[src/hdl/hbe_pkg.sv]
// Shared types and constants for the Huffman byte encoder and packer.
// Used by hbe_front, hbe_table, hbe_pack and the top level; no dependencies.

package hbe_pkg;

	localparam int BYTE_W      = 8;
	localparam int CMD_W       = 2;
	localparam int SYM_W       = 8;
	localparam int IN_WORD_W   = 48;
	localparam int IN_LEN_W    = 6;
	localparam int PAD_W       = 3;
	localparam int OUT_COUNT_W = 32;

	// Slave tdata layout, lowest bit first.
	localparam int SD_SYM_LO   = 0;
	localparam int SD_WORD_LO  = SD_SYM_LO + SYM_W;
	localparam int SD_LEN_LO   = SD_WORD_LO + IN_WORD_W;
	localparam int SD_DATA_LO  = SD_LEN_LO + IN_LEN_W;
	localparam int SD_USED_W   = SD_DATA_LO + BYTE_W;
	localparam int S_TDATA_W   = ((SD_USED_W + 7) / 8) * 8;

	// Master tdata layout, lowest bit first.
	localparam int MD_BYTE_LO  = 0;
	localparam int MD_PAD_LO   = MD_BYTE_LO + BYTE_W;
	localparam int MD_CNT_LO   = MD_PAD_LO + PAD_W;
	localparam int MD_USED_W   = MD_CNT_LO + OUT_COUNT_W;
	localparam int M_TDATA_W   = ((MD_USED_W + 7) / 8) * 8;

	localparam logic [SYM_W-1:0] CH_CR = 8'h0D;
	localparam logic [SYM_W-1:0] CH_LF = 8'h0A;

	typedef enum logic [CMD_W-1:0] {
		CMD_LOAD   = 2'd0,
		CMD_ENCODE = 2'd1,
		CMD_FLUSH  = 2'd2
	} cmd_t;

	typedef enum logic [1:0] {
		OP_WRITE,
		OP_SYM,
		OP_FLUSH
	} op_kind_t;

	// One operation from the front end to the code table.
	typedef struct packed {
		op_kind_t               kind;
		logic [SYM_W-1:0]       sym;
		logic [IN_WORD_W-1:0]   word;
		logic [IN_LEN_W-1:0]    len;
	} op_t;

endpackage

[src/hdl/hbe_pack.sv]
// Bit packer: appends code words MSB first, emits one byte per beat, closes a stream on flush.
// Depends on hbe_pkg; driven by hbe_table.

module hbe_pack #(
	parameter int MAX_CODE_LEN = 48,
	parameter int COUNT_BITS   = 32
) (
	input  logic                              clk,
	input  logic                              arst_n,
	input  logic                              in_valid,
	input  hbe_pkg::op_kind_t                 in_kind,
	input  logic [MAX_CODE_LEN-1:0]           in_word,
	input  logic [$clog2(MAX_CODE_LEN+1)-1:0] in_len,
	output logic                              in_ready,
	output logic                              out_valid,
	input  logic                              out_ready,
	output logic [hbe_pkg::BYTE_W-1:0]        packed_byte,
	output logic                              byte_present,
	output logic                              is_last,
	output logic [hbe_pkg::PAD_W-1:0]         pad_bits,
	output logic [hbe_pkg::OUT_COUNT_W-1:0]   encoded_symbols
);

	localparam int ACC_W = MAX_CODE_LEN + hbe_pkg::BYTE_W - 1;
	localparam int CW    = $clog2(ACC_W + 1);

	// Only the low cnt_q bits of acc_q are meaningful; the oldest is the highest of them.
	logic [ACC_W-1:0]             acc_q;
	logic [CW-1:0]                cnt_q;
	logic [COUNT_BITS-1:0]        sym_cnt_q;

	logic                         out_free;
	logic                         emit;
	logic [CW-1:0]                cnt_e;
	logic                         sym_take;
	logic                         flush_take;
	logic [ACC_W-1:0]             mask;
	logic [ACC_W-1:0]             word_ext;
	logic [hbe_pkg::BYTE_W-1:0]   emit_byte;
	logic [hbe_pkg::BYTE_W-1:0]   last_byte;

	assign out_free   = !out_valid || out_ready;
	assign emit       = (cnt_q >= CW'(hbe_pkg::BYTE_W)) && out_free;
	assign cnt_e      = emit ? cnt_q - CW'(hbe_pkg::BYTE_W) : cnt_q;
	assign in_ready   = (in_kind == hbe_pkg::OP_SYM) ? (cnt_e < CW'(hbe_pkg::BYTE_W))
	                  : ((cnt_q < CW'(hbe_pkg::BYTE_W)) && out_free);
	assign sym_take   = in_valid && in_ready && (in_kind == hbe_pkg::OP_SYM);
	assign flush_take = in_valid && in_ready && (in_kind != hbe_pkg::OP_SYM);

	assign mask      = (ACC_W'(1) << in_len) - ACC_W'(1);
	assign word_ext  = ACC_W'(in_word) & mask;
	assign emit_byte = hbe_pkg::BYTE_W'(acc_q >> (cnt_q - CW'(hbe_pkg::BYTE_W)));
	assign last_byte = hbe_pkg::BYTE_W'(acc_q << (CW'(hbe_pkg::BYTE_W) - cnt_q));

	always_ff @(posedge clk or negedge arst_n) begin
		if (!arst_n) begin
			cnt_q     <= '0;
			sym_cnt_q <= '0;
			out_valid <= 1'b0;
		end else begin
			if (sym_take) begin
				cnt_q     <= cnt_e + CW'(in_len);
				sym_cnt_q <= sym_cnt_q + COUNT_BITS'(1);
			end else if (flush_take) begin
				cnt_q     <= '0;
				sym_cnt_q <= '0;
			end else begin
				cnt_q <= cnt_e;
			end
			if (emit || flush_take) begin
				out_valid <= 1'b1;
			end else if (out_ready) begin
				out_valid <= 1'b0;
			end
		end
	end

	always_ff @(posedge clk) begin
		if (sym_take) begin
			acc_q <= (acc_q << in_len) | word_ext;
		end
		if (emit) begin
			packed_byte     <= emit_byte;
			byte_present    <= 1'b1;
			is_last         <= 1'b0;
			pad_bits        <= '0;
			encoded_symbols <= '0;
		end else if (flush_take) begin
			packed_byte     <= last_byte;
			byte_present    <= (cnt_q != '0);
			is_last         <= 1'b1;
			// Eight minus the count, taken modulo eight, is zero for an empty byte.
			pad_bits        <= hbe_pkg::PAD_W'(CW'(hbe_pkg::BYTE_W) - cnt_q);
			encoded_symbols <= hbe_pkg::OUT_COUNT_W'(sym_cnt_q);
		end
	end

endmodule

[config.mk]
export PLATFORM = sky130hd
export DESIGN_NAME = hbe_pack
export DESIGN_NICKNAME = d
export VERILOG_FILES = /design/src/hdl/hbe_pkg.sv /design/src/hdl/hbe_pack.sv
export SDC_FILE = /design/constraint.sdc
export NUM_CORES = 1
export LEC_CHECK = 0
export BUFFER_PORTS_ARGS = -buffer_cell sky130_fd_sc_hd__buf_4
export CORE_MARGIN = 3
export CORE_UTILIZATION = 56
export DETAILED_ROUTE_END_ITERATION = 12
export PLACE_DENSITY = 0.78
export SLEW_MARGIN = 40
export SYNTH_ARGS = -nofsm -noshare
export SYNTH_HDL_FRONTEND = slang
export SYNTH_SLANG_ARGS = --single-unit
[constraint.sdc]
create_clock -name clk -period 3.5 [get_ports clk]
set_input_delay 0.7 -clock clk [delete_from_list [all_inputs] [get_ports clk]]
set_output_delay 0.7 -clock clk [all_outputs]
set_load 0.01 [all_outputs]
==> flow_metrics.tcl <==
set metrics [dict create \
    status "finished, final reports clean" \
    cts_resized 0 \
    cp_max_fo 8 \
    core_um2 23900 \
    cts_root_buffer "clkbuf_16" \
    fillCellCount 1968 \
    ant_nets 0 \
    max_cap_viol_count 0 \
    dieWidth_um 163 \
    ys_types 91 \
    grt_antenna_before_repair 0 \
    ios 107 \
    worstPathRequired_ps 2800 \
    top_layer_used "met4" \
    cts_sinks 139 \
    place_hpwl_mm 35.3 \
    start_util 0.580 \
    setup_viol_count_final 0 \
    firstDrtPassIters 7 \
    yosysWarningCount 0 \
    syn_avg_cell_area_um2 9.36 \
    clock.fmax_mhz 329 \
    wl_per_cell_um 26.8 \
    gp_congestion 1.11 \
    fin_util 0.643 \
    fin_crit_ps 3040 \
    routed-via-count 13600 \
    crit_slowest_cell "dfrtp_1" \
    synth-main-ff-cell "edfxtp_1" \
    syn_nets 1551 \
    seq_area_frac_synth 0.261 \
    ir_drop_v 0.000474 \
    final_area_um2 15400 \
    cts_tree "built" \
    drt_iter0_markers 2345 \
    worst_setup_path_end_kind "primary output" \
    place_area_um2 14800 \
    layout-drive-gt1-share 0.250 \
    critPathKind "reg -> out" \
    min_period_over_period 0.868 \
    rsz0062_at_grt "no" \
    grt-ovfl-total 0 \
    clock_latency_ps 450 \
    clockBufferDepth 2 \
    die_h_um 163 \
    synth_seq_cells 139 \
    nNetsFinal 1575 \
    slew_violations 0 \
    setup.worst_path.start_class "flip-flop" \
    grt_max_degree 62 \
    placedCellCount 1803 \
    post-route-drc-count 0 \
    worst_pin_slew_ps 869 \
    die_area_um2 26700 \
    routed_via_density 7.38 \
    row_count 56 \
    synthesis.area_um2 13800 \
    cts_max_level 4 \
    postSynthCellCount 1479 \
    p_per_area_nw_per_um2 553 \
    total_power_w 0.00850 \
    met2_length_mm 21.7 \
    portBuffers 106 \
    cts_hold_buf 0 \
    postCtsSetupRepairBufs 0 \
    cp_slowest_stage_delay_ps 510 \
    worstPathArrival_ps 2340 \
    grt_first_pass_wirelength_mm 75.8 \
    finalNonFillerCells 1836 \
    r2r_cells 8 \
    wl_met1_mm 18.2 \
    cts.clk_slew.worst_paths_ps 70 \
    p_leak_nw 5.64 \
    hold_viol 0 \
    grt_pass1_vias 12800 \
    numCtsBuffers 17 \
    async_flop_share 0.281 \
    skew_ps 20.5 \
    path_cells "inv_1 -> ha_1 -> and2_1 -> nand4_4 -> nand2_1 -> buf_4" \
    wl_mm 49.1 \
    holdCritPathClass "in -> async" \
    wl_met3_mm 6.29 \
    slew_headroom 0.414 \
    synth_edf_count 63 \
    syn_to_final_growth_pct 11.0 \
    grt_usage 0.369 \
    timing.setup.tns_ps 0 \
]
-- Yosys cell counts, types with 13 or more instances --
cell,instances,area (um^2)
o31ai_1,15,113
clkbuf_1,86,323
buf_4,15,113
nor2_1,66,248
mux4_2,107,2410
a21oi_1,99,495
a22oi_1,22,165
xnor2_1,15,131
o22ai_1,19,119
nor2b_1,15,93.8
dfrtp_1,39,976
and2_1,13,81.3
o211ai_1,21,158
nand4_1,20,125
mux2i_1,103,1030
mux2_2,44,495
inv_1,20,75.1
nand2_1,195,732
o21ai_0,80,400
o221ai_1,21,184
buf_2,35,175
nand2b_1,15,93.8
buf_1,14,52.6
a211oi_1,15,113
dfxtp_1,37,741
nand3_1,42,210
nor3_1,19,95.1
or3_1,19,119
edfxtp_1,63,1890
-- area by class of cell --
type / instances / area (um^2) / area share
Tap cell: 319 / 399 / 0.0260
Antenna cell: 1 / 2.50 / 0.000163
Sequential cell: 139 / 3610 / 0.235
Clock inverter: 14 / 164 / 0.0107
Timing Repair Buffer: 167 / 1300 / 0.0848
Inverter: 25 / 93.8 / 0.00610
Multi-Input combinational cell: 1153 / 9350 / 0.608
Clock buffer: 18 / 450 / 0.0293
-- metal layers --
| metal | vias to the layer above | track usage |
|---|---|---|
| met3 | 214 | 0.0801 |
| met2 | 1150 | 0.560 |
| met1 | 6408 | 0.498 |
| li1 | 5781 | - |
| met5 | - | 0 |
| met4 | 0 | 0.188 |
-- cell usage in the layout, fill, tap and decap left out, types with 8 or more instances in the layout --
| master | synthesis | final |
|---|---|---|
| buf_4 | 15 | 163 |
| o21a_1 | 8 | 8 |
| o211ai_1 | 21 | 21 |
| or3_1 | 19 | 19 |
| o22ai_1 | 19 | 19 |
| o31ai_1 | 15 | 15 |
| xnor2_1 | 15 | 15 |
| nor3_1 | 19 | 19 |
| clkbuf_16 | 0 | 18 |
| a22oi_1 | 22 | 22 |
| a22o_1 | 9 | 9 |
| ha_1 | 11 | 11 |
| and2_1 | 13 | 13 |
| nand4_1 | 20 | 20 |
| nand2b_1 | 15 | 15 |
| a31oi_1 | 10 | 10 |
| inv_1 | 20 | 19 |
| o21ai_0 | 80 | 79 |
| edfxtp_1 | 63 | 63 |
| mux2_2 | 44 | 44 |
| nand2_1 | 195 | 195 |
| nand3_1 | 42 | 42 |
| a21o_1 | 9 | 9 |
| dfrtp_1 | 39 | 36 |
| nor2b_1 | 15 | 14 |
| a21oi_1 | 99 | 99 |
| a211oi_1 | 15 | 15 |
| dfxtp_1 | 37 | 37 |
| mux4_2 | 107 | 107 |
| mux2i_1 | 103 | 103 |
| nor2_1 | 66 | 65 |
| or4_1 | 9 | 9 |
| o221ai_1 | 21 | 21 |
-- report_power, final --
group / internal, W / switching (W)
Combinational: 0.00185 / 0.00248
Clock: 0.00107 / 0.000866
Sequential: 0.00192 / 0.000320
-- cells by family after synthesis --
group                    count (synthesis)  share of synthesized area
AND/OR/NAND/NOR                        455                      0.159
adder cells (fa/ha/maj)                 12                     0.0114
buffers and inverters                  187                     0.0650
AO/OA/AOI/OAI                          403                      0.194
multiplexers                           260                      0.295
flip-flops                             139                      0.261
XOR/XNOR                                23                     0.0151
-- state kept, by name, summed over array words and instances, names as in the netlist --
signal           flops
packed_byte          8
out_valid            1
encoded_symbols     32
sym_cnt_q           32
pad_bits             3
byte_present         1
cnt_q                6
acc_q               55
is_last              1
-- stage by stage --
| step | hold slack (ps) | worst slack [ps] |
|---|---|---|
| 4_1_cts | 237 | 517 |
| 5_1_grt | 270 | 322 |
| 2_1_floorplan | 404 | 87.8 |
| 6_report | 228 | 461 |
| 3_5_place_dp | 447 | 355 |
| 3_3_place_gp | 443 | 342 |
-- final timing paths --
kind,slack (ps),startpoint,end
hold / removal,230,arst_n,sym_cnt_q[13]
setup / recovery,460,cnt_q[4],in_ready
max in group asynchronous,2860,arst_n,cnt_q[1]
hold reg to reg,450,encoded_symbols[0],encoded_symbols[0]
setup reg to reg,490,cnt_q[4],sym_cnt_q[31]
min in group clk,450,encoded_symbols[0],encoded_symbols[0]
-- critical path: cells and delay by family (launching register included) --
family        cells  cell delay (ps)
flops             1              510
buf+inv           2              310
fa+ha+maj         1              320
simple gates      3              750
Power figures use the tool's default switching activity.
