`src/hdl/hbe_pkg.sv`:
```
// Shared types and constants for the Huffman byte encoder and packer.
// Used by hbe_front, hbe_table, hbe_pack and the top level; no dependencies.

package hbe_pkg;

	localparam int BYTE_W      = 8;
	localparam int CMD_W       = 2;
	localparam int SYM_W       = 8;
	localparam int IN_WORD_W   = 48;
	localparam int IN_LEN_W    = 6;
	localparam int PAD_W       = 3;
	localparam int OUT_COUNT_W = 32;

	// Slave tdata layout, lowest bit first.
	localparam int SD_SYM_LO   = 0;
	localparam int SD_WORD_LO  = SD_SYM_LO + SYM_W;
	localparam int SD_LEN_LO   = SD_WORD_LO + IN_WORD_W;
	localparam int SD_DATA_LO  = SD_LEN_LO + IN_LEN_W;
	localparam int SD_USED_W   = SD_DATA_LO + BYTE_W;
	localparam int S_TDATA_W   = ((SD_USED_W + 7) / 8) * 8;

	// Master tdata layout, lowest bit first.
	localparam int MD_BYTE_LO  = 0;
	localparam int MD_PAD_LO   = MD_BYTE_LO + BYTE_W;
	localparam int MD_CNT_LO   = MD_PAD_LO + PAD_W;
	localparam int MD_USED_W   = MD_CNT_LO + OUT_COUNT_W;
	localparam int M_TDATA_W   = ((MD_USED_W + 7) / 8) * 8;

	localparam logic [SYM_W-1:0] CH_CR = 8'h0D;
	localparam logic [SYM_W-1:0] CH_LF = 8'h0A;

	typedef enum logic [CMD_W-1:0] {
		CMD_LOAD   = 2'd0,
		CMD_ENCODE = 2'd1,
		CMD_FLUSH  = 2'd2
	} cmd_t;

	typedef enum logic [1:0] {
		OP_WRITE,
		OP_SYM,
		OP_FLUSH
	} op_kind_t;

	// One operation from the front end to the code table.
	typedef struct packed {
		op_kind_t               kind;
		logic [SYM_W-1:0]       sym;
		logic [IN_WORD_W-1:0]   word;
		logic [IN_LEN_W-1:0]    len;
	} op_t;

endpackage

```
`src/hdl/hbe_front.sv`:
```
// Front end: decodes input beats, folds CR LF into LF and splits items into table ops.
// Depends on hbe_pkg.

module hbe_front (
	input  logic                        clk,
	input  logic                        arst_n,
	input  logic                        s_tvalid,
	output logic                        s_tready,
	input  logic [hbe_pkg::CMD_W-1:0]   s_tuser,
	input  logic [hbe_pkg::S_TDATA_W-1:0] s_tdata,
	output logic                        op_valid,
	output hbe_pkg::op_t                op,
	input  logic                        op_ready
);

	logic                        crp_q;
	logic                        second_q;
	hbe_pkg::op_t                second_op_q;

	hbe_pkg::cmd_t               cmd;
	logic [hbe_pkg::SYM_W-1:0]   b;
	hbe_pkg::op_t                first_op;
	hbe_pkg::op_t                next_op;
	logic                        need1;
	logic                        need2;
	logic                        crp_next;
	logic                        accept;

	assign cmd = hbe_pkg::cmd_t'(s_tuser);
	assign b   = s_tdata[hbe_pkg::SD_DATA_LO +: hbe_pkg::BYTE_W];

	always_comb begin
		first_op      = '0;
		first_op.kind = hbe_pkg::OP_SYM;
		first_op.sym  = s_tdata[hbe_pkg::SD_SYM_LO +: hbe_pkg::SYM_W];
		first_op.word = s_tdata[hbe_pkg::SD_WORD_LO +: hbe_pkg::IN_WORD_W];
		first_op.len  = s_tdata[hbe_pkg::SD_LEN_LO +: hbe_pkg::IN_LEN_W];
		next_op       = first_op;
		need1         = 1'b0;
		need2         = 1'b0;
		crp_next      = crp_q;
		unique case (cmd)
			hbe_pkg::CMD_LOAD: begin
				first_op.kind = hbe_pkg::OP_WRITE;
				need1         = 1'b1;
			end
			hbe_pkg::CMD_ENCODE: begin
				if (crp_q) begin
					need1 = 1'b1;
					if (b == hbe_pkg::CH_LF) begin
						first_op.sym = hbe_pkg::CH_LF;
						crp_next     = 1'b0;
					end else begin
						first_op.sym = hbe_pkg::CH_CR;
						if (b == hbe_pkg::CH_CR) begin
							crp_next = 1'b1;
						end else begin
							// The held CR goes out first, then this byte.
							next_op.sym = b;
							need2       = 1'b1;
							crp_next    = 1'b0;
						end
					end
				end else if (b == hbe_pkg::CH_CR) begin
					crp_next = 1'b1;
				end else begin
					first_op.sym = b;
					need1        = 1'b1;
				end
			end
			hbe_pkg::CMD_FLUSH: begin
				need1    = 1'b1;
				crp_next = 1'b0;
				if (crp_q) begin
					first_op.sym = hbe_pkg::CH_CR;
					next_op.kind = hbe_pkg::OP_FLUSH;
					need2        = 1'b1;
				end else begin
					first_op.kind = hbe_pkg::OP_FLUSH;
				end
			end
			default: begin
			end
		endcase
	end

	assign s_tready = !second_q && op_ready;
	assign accept   = s_tvalid && s_tready;
	assign op_valid = second_q || (s_tvalid && need1);
	assign op       = second_q ? second_op_q : first_op;

	always_ff @(posedge clk or negedge arst_n) begin
		if (!arst_n) begin
			crp_q    <= 1'b0;
			second_q <= 1'b0;
		end else if (accept) begin
			crp_q    <= crp_next;
			second_q <= need2;
		end else if (second_q && op_ready) begin
			second_q <= 1'b0;
		end
	end

	always_ff @(posedge clk) begin
		if (accept) begin
			second_op_q <= next_op;
		end
	end

endmodule

```
`config.mk`:
```
export PLATFORM = sky130hd
export DESIGN_NAME = hbe_front
export DESIGN_NICKNAME = d
export VERILOG_FILES = /design/src/hdl/hbe_pkg.sv /design/src/hdl/hbe_front.sv
export SDC_FILE = /design/constraint.sdc
export NUM_CORES = 1
export LEC_CHECK = 0
export BUFFER_PORTS_ARGS = -buffer_cell sky130_fd_sc_hd__buf_4
export CELL_PAD_IN_SITES_DETAIL_PLACEMENT = 1
export CELL_PAD_IN_SITES_GLOBAL_PLACEMENT = 1
export CORE_MARGIN = 2
export CORE_UTILIZATION = 33
export DETAILED_ROUTE_END_ITERATION = 8
export PLACE_DENSITY_LB_ADDON = 0.2
export SLEW_MARGIN = 20
export SYNTH_ARGS = -nofsm -noshare
export SYNTH_HDL_FRONTEND = slang
export SYNTH_SLANG_ARGS = --single-unit
```
`constraint.sdc`:
```
create_clock -name clk -period 2.8 [get_ports clk]
set_input_delay 0.28 -clock clk [delete_from_list [all_inputs] [get_ports clk]]
set_output_delay 0.28 -clock clk [all_outputs]
set_load 0.1 [all_outputs]
```
==> results.sh, run 1 <==
export IMPL_core_region_area_mm2=0.00964
export IMPL_dieArea_mm2=0.0106
export IMPL_peakVddDrop_mv=0.327
export IMPL_p_int_mw=1.75
export IMPL_synth_cells=227
export IMPL_timing_hold_ws_ns=0.124
export IMPL_ant_nets=0
export IMPL_rsz0062_at_grt="no"
export IMPL_cp_cell_sequence="buf_4, a21oi_1, a21oi_1, o21ai_2, buf_4"
export IMPL_p_comb_share_pct=28.3
export IMPL_critPathBufInv=2
export IMPL_cts_made_buffers=9
export IMPL_syn2layout_area_growth_pct=45.5
export IMPL_grt_max_degree=49
export IMPL_p_per_area_mw_per_mm2=574
export IMPL_drt_iter0_markers=64
export IMPL_finalClockSkew_ns=0.0141
export IMPL_drive_gt1_share_pct=60.7
export IMPL_synthTopCellsByArea="edfxtp_1, mux2_2, o21ai_0, nand2_1, dfrtp_1"
export IMPL_slew_headroom_pct=64.3
export IMPL_synthesis_area_mm2=0.00323
export IMPL_routed_wirelength_um=8140
export IMPL_fin_crit_sh_pct=85.8
export IMPL_yosys_area_top_type="edfxtp_1"
export IMPL_cts_root_buf="clkbuf_8"
export IMPL_clkLatencyLatePin_ns=0.33
export IMPL_grt_pass1_wl_um=12700
export IMPL_yosys_top_cells_count="edfxtp_1, mux2_2, o21ai_0, nand2_1, inv_1"
export IMPL_cp_max_fo=24
export IMPL_initial_core_util_pct=33.5
export IMPL_fin_util_pct=48.8
export IMPL_arrival_ns=2.12
export IMPL_postSynthAreaPerCell_um2=14.2
export IMPL_wl_met1_um=3370
export IMPL_cts_tree="built"
export IMPL_dp_hpwl_um=6010
export IMPL_insertedDiodeCount=0
export IMPL_cts_resized_gates=0
export IMPL_crit_slowest_cell="dfrtp_2"
export IMPL_path_delay_family="compound AO/OA/AOI/OAI gates"
export IMPL_outcome="finished, final reports clean"
export IMPL_gr_usage_all_layers_pct=15.6
export IMPL_synth_top_cell_area_share_pct=59.5
export IMPL_hold_path_class="input port to register"
export IMPL_p_leak_nw=1.87
export IMPL_seqPwrFrac_pct=42.2
export IMPL_synth_edf_count=64
export IMPL_synth_flop_cell="edfxtp_1"
export IMPL_vias=2435
export IMPL_place_area_mm2=0.00450
export IMPL_cts_htree_levels=3
export IMPL_fin_crit_ns=2.40
export IMPL_route_met3_wl_um=787
export IMPL_port_buffers=141
export IMPL_slew_violations=0
export IMPL_wl_met2_um=3910
export IMPL_grt_overflow=0
export IMPL_finalSetupViolations=0
export IMPL_synth_fp_nets=309
export IMPL_yosysMostFrequentCell="edfxtp_1"
export IMPL_routedWlPerCell_um=15.9
export IMPL_setup_tns_ns=0
export IMPL_cp_required_ns=2.52
export IMPL_clockBufferDepth=2
export IMPL_fill_cells=1058
export IMPL_gp_congestion=0.765
export IMPL_post_place_cells=495
export IMPL_seqCellArea_mm2=0.00197
export IMPL_clk_pin_slew_ns=0.08
export IMPL_ioPinCount=144
export IMPL_dieHeight_um=103
export IMPL_hold_viol_final=0
export IMPL_start_kind="register"
export IMPL_ys_async_sr_fraction_pct=3.03
export IMPL_top_layer_used="met4"
export IMPL_stdcell_area_mm2=0.00470
export IMPL_setup_ws_ns=0.398
export IMPL_cp_slowest_stage_delay_ns=0.56
export IMPL_via_per_inst=4.76
export IMPL_worst_setup_path_end_kind="primary output"
export IMPL_final_cells=512
export IMPL_yosysWarnings=0
export IMPL_pre_cts_slack_ns=0.447
export IMPL_ys_ff_latch=66
export IMPL_dr_pass1_iters=4
export IMPL_clkPwrFrac_pct=29.5
export IMPL_power_mw=2.70
export IMPL_maxCapViolCount=0
export IMPL_synth_cell_types=36
export IMPL_clock_sinks=66
export IMPL_antenna_found_initial=0
export IMPL_drc_errors=0
export IMPL_grt_pass1_vias=2505
export IMPL_switching_share_pct=35.3
export IMPL_timing_fmax_mhz=416
export IMPL_p_sw_mw=0.954
export IMPL_tightestPinTransition_ns=0.536
export IMPL_final_nets=456
export IMPL_ys_seq_area_share_pct=61.0
export IMPL_critical_path_class="register to primary output"
export IMPL_fp_dieW_um=103
export IMPL_multi_input_area_mm2=0.00121
export IMPL_rows=36
## what timing repair did
action / 4_1_cts / 5_1_grt
buffers inserted: 0 / 0
endpoints found under the setup margin: 0 / 0
endpoints found under the hold margin: 2 / 0
hold buffers: 1 / 0
## logic make-up (layout without fill, tap and decap cells)
kind of cell	after synthesis	in the layout	synth area share, %
buffers and inverters	22	174	2.83
flip-flops	66	66	61.0
multiplexers	54	54	18.8
adder cells (fa/ha/maj)	4	4	1.55
AND/OR/NAND/NOR	38	38	7.32
AO/OA/AOI/OAI	43	43	8.48
## cell type report
type / count / share of cell area (%)
sequential: 66 / 42.0
multi-input combinational: 139 / 25.7
timing repair buffer: 147 / 23.8
tap: 133 / 3.54
clock buffer: 10 / 2.71
clock inverter: 6 / 1.44
inverter: 11 / 0.878
## state kept, by name, indices dropped and copies added (netlist names)
name	cells
crp_q	1
second_q	1
second_op_q	64
## per-layer routing
| metal | up-vias | track usage, % |
|---|---|---|
| met5 | - | 0 |
| met4 | 0 | 3.95 |
| met3 | 5 | 7.19 |
| met2 | 93 | 25.5 |
| met1 | 1178 | 18.7 |
| li1 | 1159 | - |
## layout by cell type (no fill, tap or decap), drive strengths merged
master         n
dlygate4sd3    1
nor3           1
a31oi          3
dfrtp          2
clkbuf        10
a22o           1
buf          146
and2           4
a21oi          6
o22a           3
o211ai         1
nor2b          2
o31ai          1
nand3          3
clkinvlp       2
and3           1
ha             4
clkinv         3
a21o           1
nor4b          1
o21ai         19
bufinv         1
a22oi          5
nand2b         1
a211oi         1
or3            2
mux2          54
nor2           2
nand2         15
nand4b         1
o22ai          2
nor3b          1
edfxtp        64
and3b          4
inv           11
## power groups by stage
stage / Combinational (mW) / Sequential (mW) / Clock [mW]
6_report: 0.764 / 1.14 / 0.797
5_1_grt: 0.796 / 1.14 / 0.859
4_1_cts: 0.770 / 1.14 / 0.822
3_5_place_dp: 0.767 / 1.16 / 0
3_3_place_gp: 0.760 / 1.16 / 0
2_1_floorplan: 0.543 / 1.16 / 0
## final timing paths
path | startpoint | slack [ns] | to | depth (start not counted)
max reg2reg | second_q | 1.12 | second_op_q[37] | 3
min in group asynchronous | arst_n | 0.29 | second_q | 2
min | s_tdata[59] | 0.12 | second_op_q[3] | 1
min reg2reg | crp_q | 0.75 | crp_q | 2
max in group asynchronous | arst_n | 2.41 | second_q | 2
max | second_q | 0.40 | op[60] | 5
(Power assumes the default switching activity.)
==> run 2, diff against run 1 <==
--- a/config.mk
+++ b/config.mk
@@ -7,9 +7,9 @@
 export LEC_CHECK = 0
 export BUFFER_PORTS_ARGS = -buffer_cell sky130_fd_sc_hd__buf_4
 export CELL_PAD_IN_SITES_DETAIL_PLACEMENT = 1
-export CELL_PAD_IN_SITES_GLOBAL_PLACEMENT = 1
+export CELL_PAD_IN_SITES_GLOBAL_PLACEMENT = 2
 export CORE_MARGIN = 2
-export CORE_UTILIZATION = 33
+export CORE_UTILIZATION = 30
 export DETAILED_ROUTE_END_ITERATION = 8
 export PLACE_DENSITY_LB_ADDON = 0.2
 export SLEW_MARGIN = 20
==> constraint.sdc (replaced) <==
create_clock -name clk -period 2.21 [get_ports clk]
set_input_delay 0.221 -clock clk [delete_from_list [all_inputs] [get_ports clk]]
set_output_delay 0.221 -clock clk [all_outputs]
set_load 0.1 [all_outputs]
==> results.sh, run 2 (synthesized netlist as in run 1, its figures left out) <==
export IMPL_outcome="finished, final reports clean"
export IMPL_cp_max_fo=8
export IMPL_slew_headroom_pct=61.1
export IMPL_final_common_cell="buf_4"
export IMPL_antenna_found_initial=0
export IMPL_grt_overflow=0
export IMPL_slew_violations=0
export IMPL_peakVddDrop_mv=0.314
export IMPL_reg2reg_depth=4
export IMPL_maxCapViolCount=0
export IMPL_dieArea_mm2=0.0116
export IMPL_start_kind="register"
export IMPL_fin_crit_ns=2.08
export IMPL_clockBufferDepth=2
export IMPL_cp_required_ns=1.99
export IMPL_grt_pass1_vias=2710
export IMPL_tightestPinTransition_ns=0.584
export IMPL_final_nets=469
export IMPL_hold_path_class="input port to register"
export IMPL_largest_register_ff_count=64
export IMPL_clk_pin_slew_ns=0.08
export IMPL_r2r_slack_ns=0.54
export IMPL_syn2layout_area_growth_pct=50.9
export IMPL_core_region_area_mm2=0.0104
export IMPL_gp_congestion=0.778
export IMPL_cts_htree_levels=3
export IMPL_rsz0062_at_grt="no"
export IMPL_port_buffers=141
export IMPL_insertedDiodeCount=0
export IMPL_drc_errors=0
export IMPL_cts_root_buf="clkbuf_8"
export IMPL_timing_fmax_mhz=480
export IMPL_holdPathStages=1
export IMPL_critical_path_class="register to primary output"
export IMPL_fin_crit_sh_pct=94.2
export IMPL_fp_dieW_um=108
export IMPL_via_per_inst=4.75
export IMPL_drive_gt1_share_pct=63.3
export IMPL_ant_nets=0
export IMPL_place_area_mm2=0.00464
export IMPL_gr_usage_all_layers_pct=15.3
export IMPL_reg_largest_list="second_op_q (64), crp_q (1), second_q (1)"
export IMPL_largest_register="second_op_q"
export IMPL_arrival_ns=1.86
export IMPL_routed_wirelength_um=8570
export IMPL_final_cells=528
export IMPL_timing_hold_ws_ns=0.0633
export IMPL_clock_sinks=66
export IMPL_ioPinCount=144
export IMPL_vias=2508
export IMPL_p_leak_nw=1.95
export IMPL_stdcell_area_mm2=0.00488
export IMPL_dieHeight_um=108
export IMPL_dp_hpwl_um=6530
export IMPL_finalSetupViolations=0
export IMPL_cts_tree="built"
export IMPL_setup_ws_ns=0.127
export IMPL_routedWlPerCell_um=16.2
export IMPL_grt_pass1_wl_um=13700
export IMPL_pre_cts_slack_ns=-0.0729
export IMPL_drt_iter0_markers=46
export IMPL_finalClockSkew_ns=0.0122
export IMPL_initial_core_util_pct=31.2
export IMPL_hold_viol_final=0
export IMPL_worst_setup_path_end_kind="primary output"
export IMPL_cts_made_buffers=9
export IMPL_rows=37
export IMPL_post_place_cells=510
export IMPL_p_per_area_mw_per_mm2=707
export IMPL_dr_pass1_iters=4
export IMPL_grt_max_degree=57
export IMPL_layout_common_cells="buf_4, edfxtp_1, mux2_2"
export IMPL_clkLatencyLatePin_ns=0.33
export IMPL_fill_cells=1158
[run 2: changes by cell type in the layout (fill, tap and decap cells not counted)]
| cell | previous run | this run |
|---|---|---|
| nor2b_2 | 1 | 0 |
| o21ai_4 | 0 | 4 |
| buf_12 | 1 | 2 |
| dfrtp_1 | 1 | 0 |
| o21ai_0 | 11 | 9 |
| nor2b_4 | 0 | 1 |
| buf_6 | 0 | 2 |
| dfrtp_2 | 1 | 2 |
| a21oi_2 | 2 | 3 |
| buf_4 | 145 | 155 |
| o21ai_1 | 4 | 3 |
| a21oi_1 | 4 | 3 |
| o21ai_2 | 4 | 3 |
[run 2: final cells by class]
class	instances	area [µm²]	share of cell area [%]
sequential	66	1970	40.5
multi-input combinational	139	1260	25.8
timing repair buffer	160	1240	25.4
tap	136	170	3.49
clock buffer	10	128	2.62
clock inverter	6	67.6	1.39
inverter	11	41.3	0.847
[run 2: final timing paths]
| kind | startpoint | endpoint |
|---|---|---|
| worst max-delay path | crp_q | op[59] |
| worst min-delay path | s_tdata[33] | second_op_q[31] |
| worst max register to register | second_q | second_op_q[36] |
| worst min register to register | crp_q | crp_q |
| max in group asynchronous | arst_n | second_q |
| min in group asynchronous | arst_n | crp_q |
[run 2: metal layers]
metal,routed length (µm),track usage [%]
met5,0,0
met4,107,5.22
met3,786,7.08
met2,4200,24.9
met1,3480,17.6
[run 2: power breakdown]
part | internal [mW] | switching, mW
Combinational | 0.279 | 0.724
Sequential | 1.43 | 0.0115
Clock | 0.523 | 0.479
Total | 2.23 | 1.22
[run 2: repair_timing]
action	in CTS	in global routing
buffers inserted	0	1
hold endpoints to repair	2	0
pin swaps	0	0
gates cloned	0	0
hold buffers	1	0
gates resized for setup	4	2
setup endpoints to repair	6	2
[run 2: critical path, cell delays in order, from the launching register on]
cell and delay (ns):
dfrtp_2 0.46, nand2b_1 0.20, a21oi_1 0.26, a21oi_2 0.16
o21ai_4 0.15, buf_4 0.30
[run 2: through the flow]
step,power [mW],setup TNS (ns),utilization [%]
after floorplan,2.16,-1.09,-
after global placement,2.46,-0.237,44.7
after detailed placement,2.47,-0.276,44.7
after CTS,3.50,0,46.8
after global routing,3.60,0,47.0
final,3.45,0,47.0
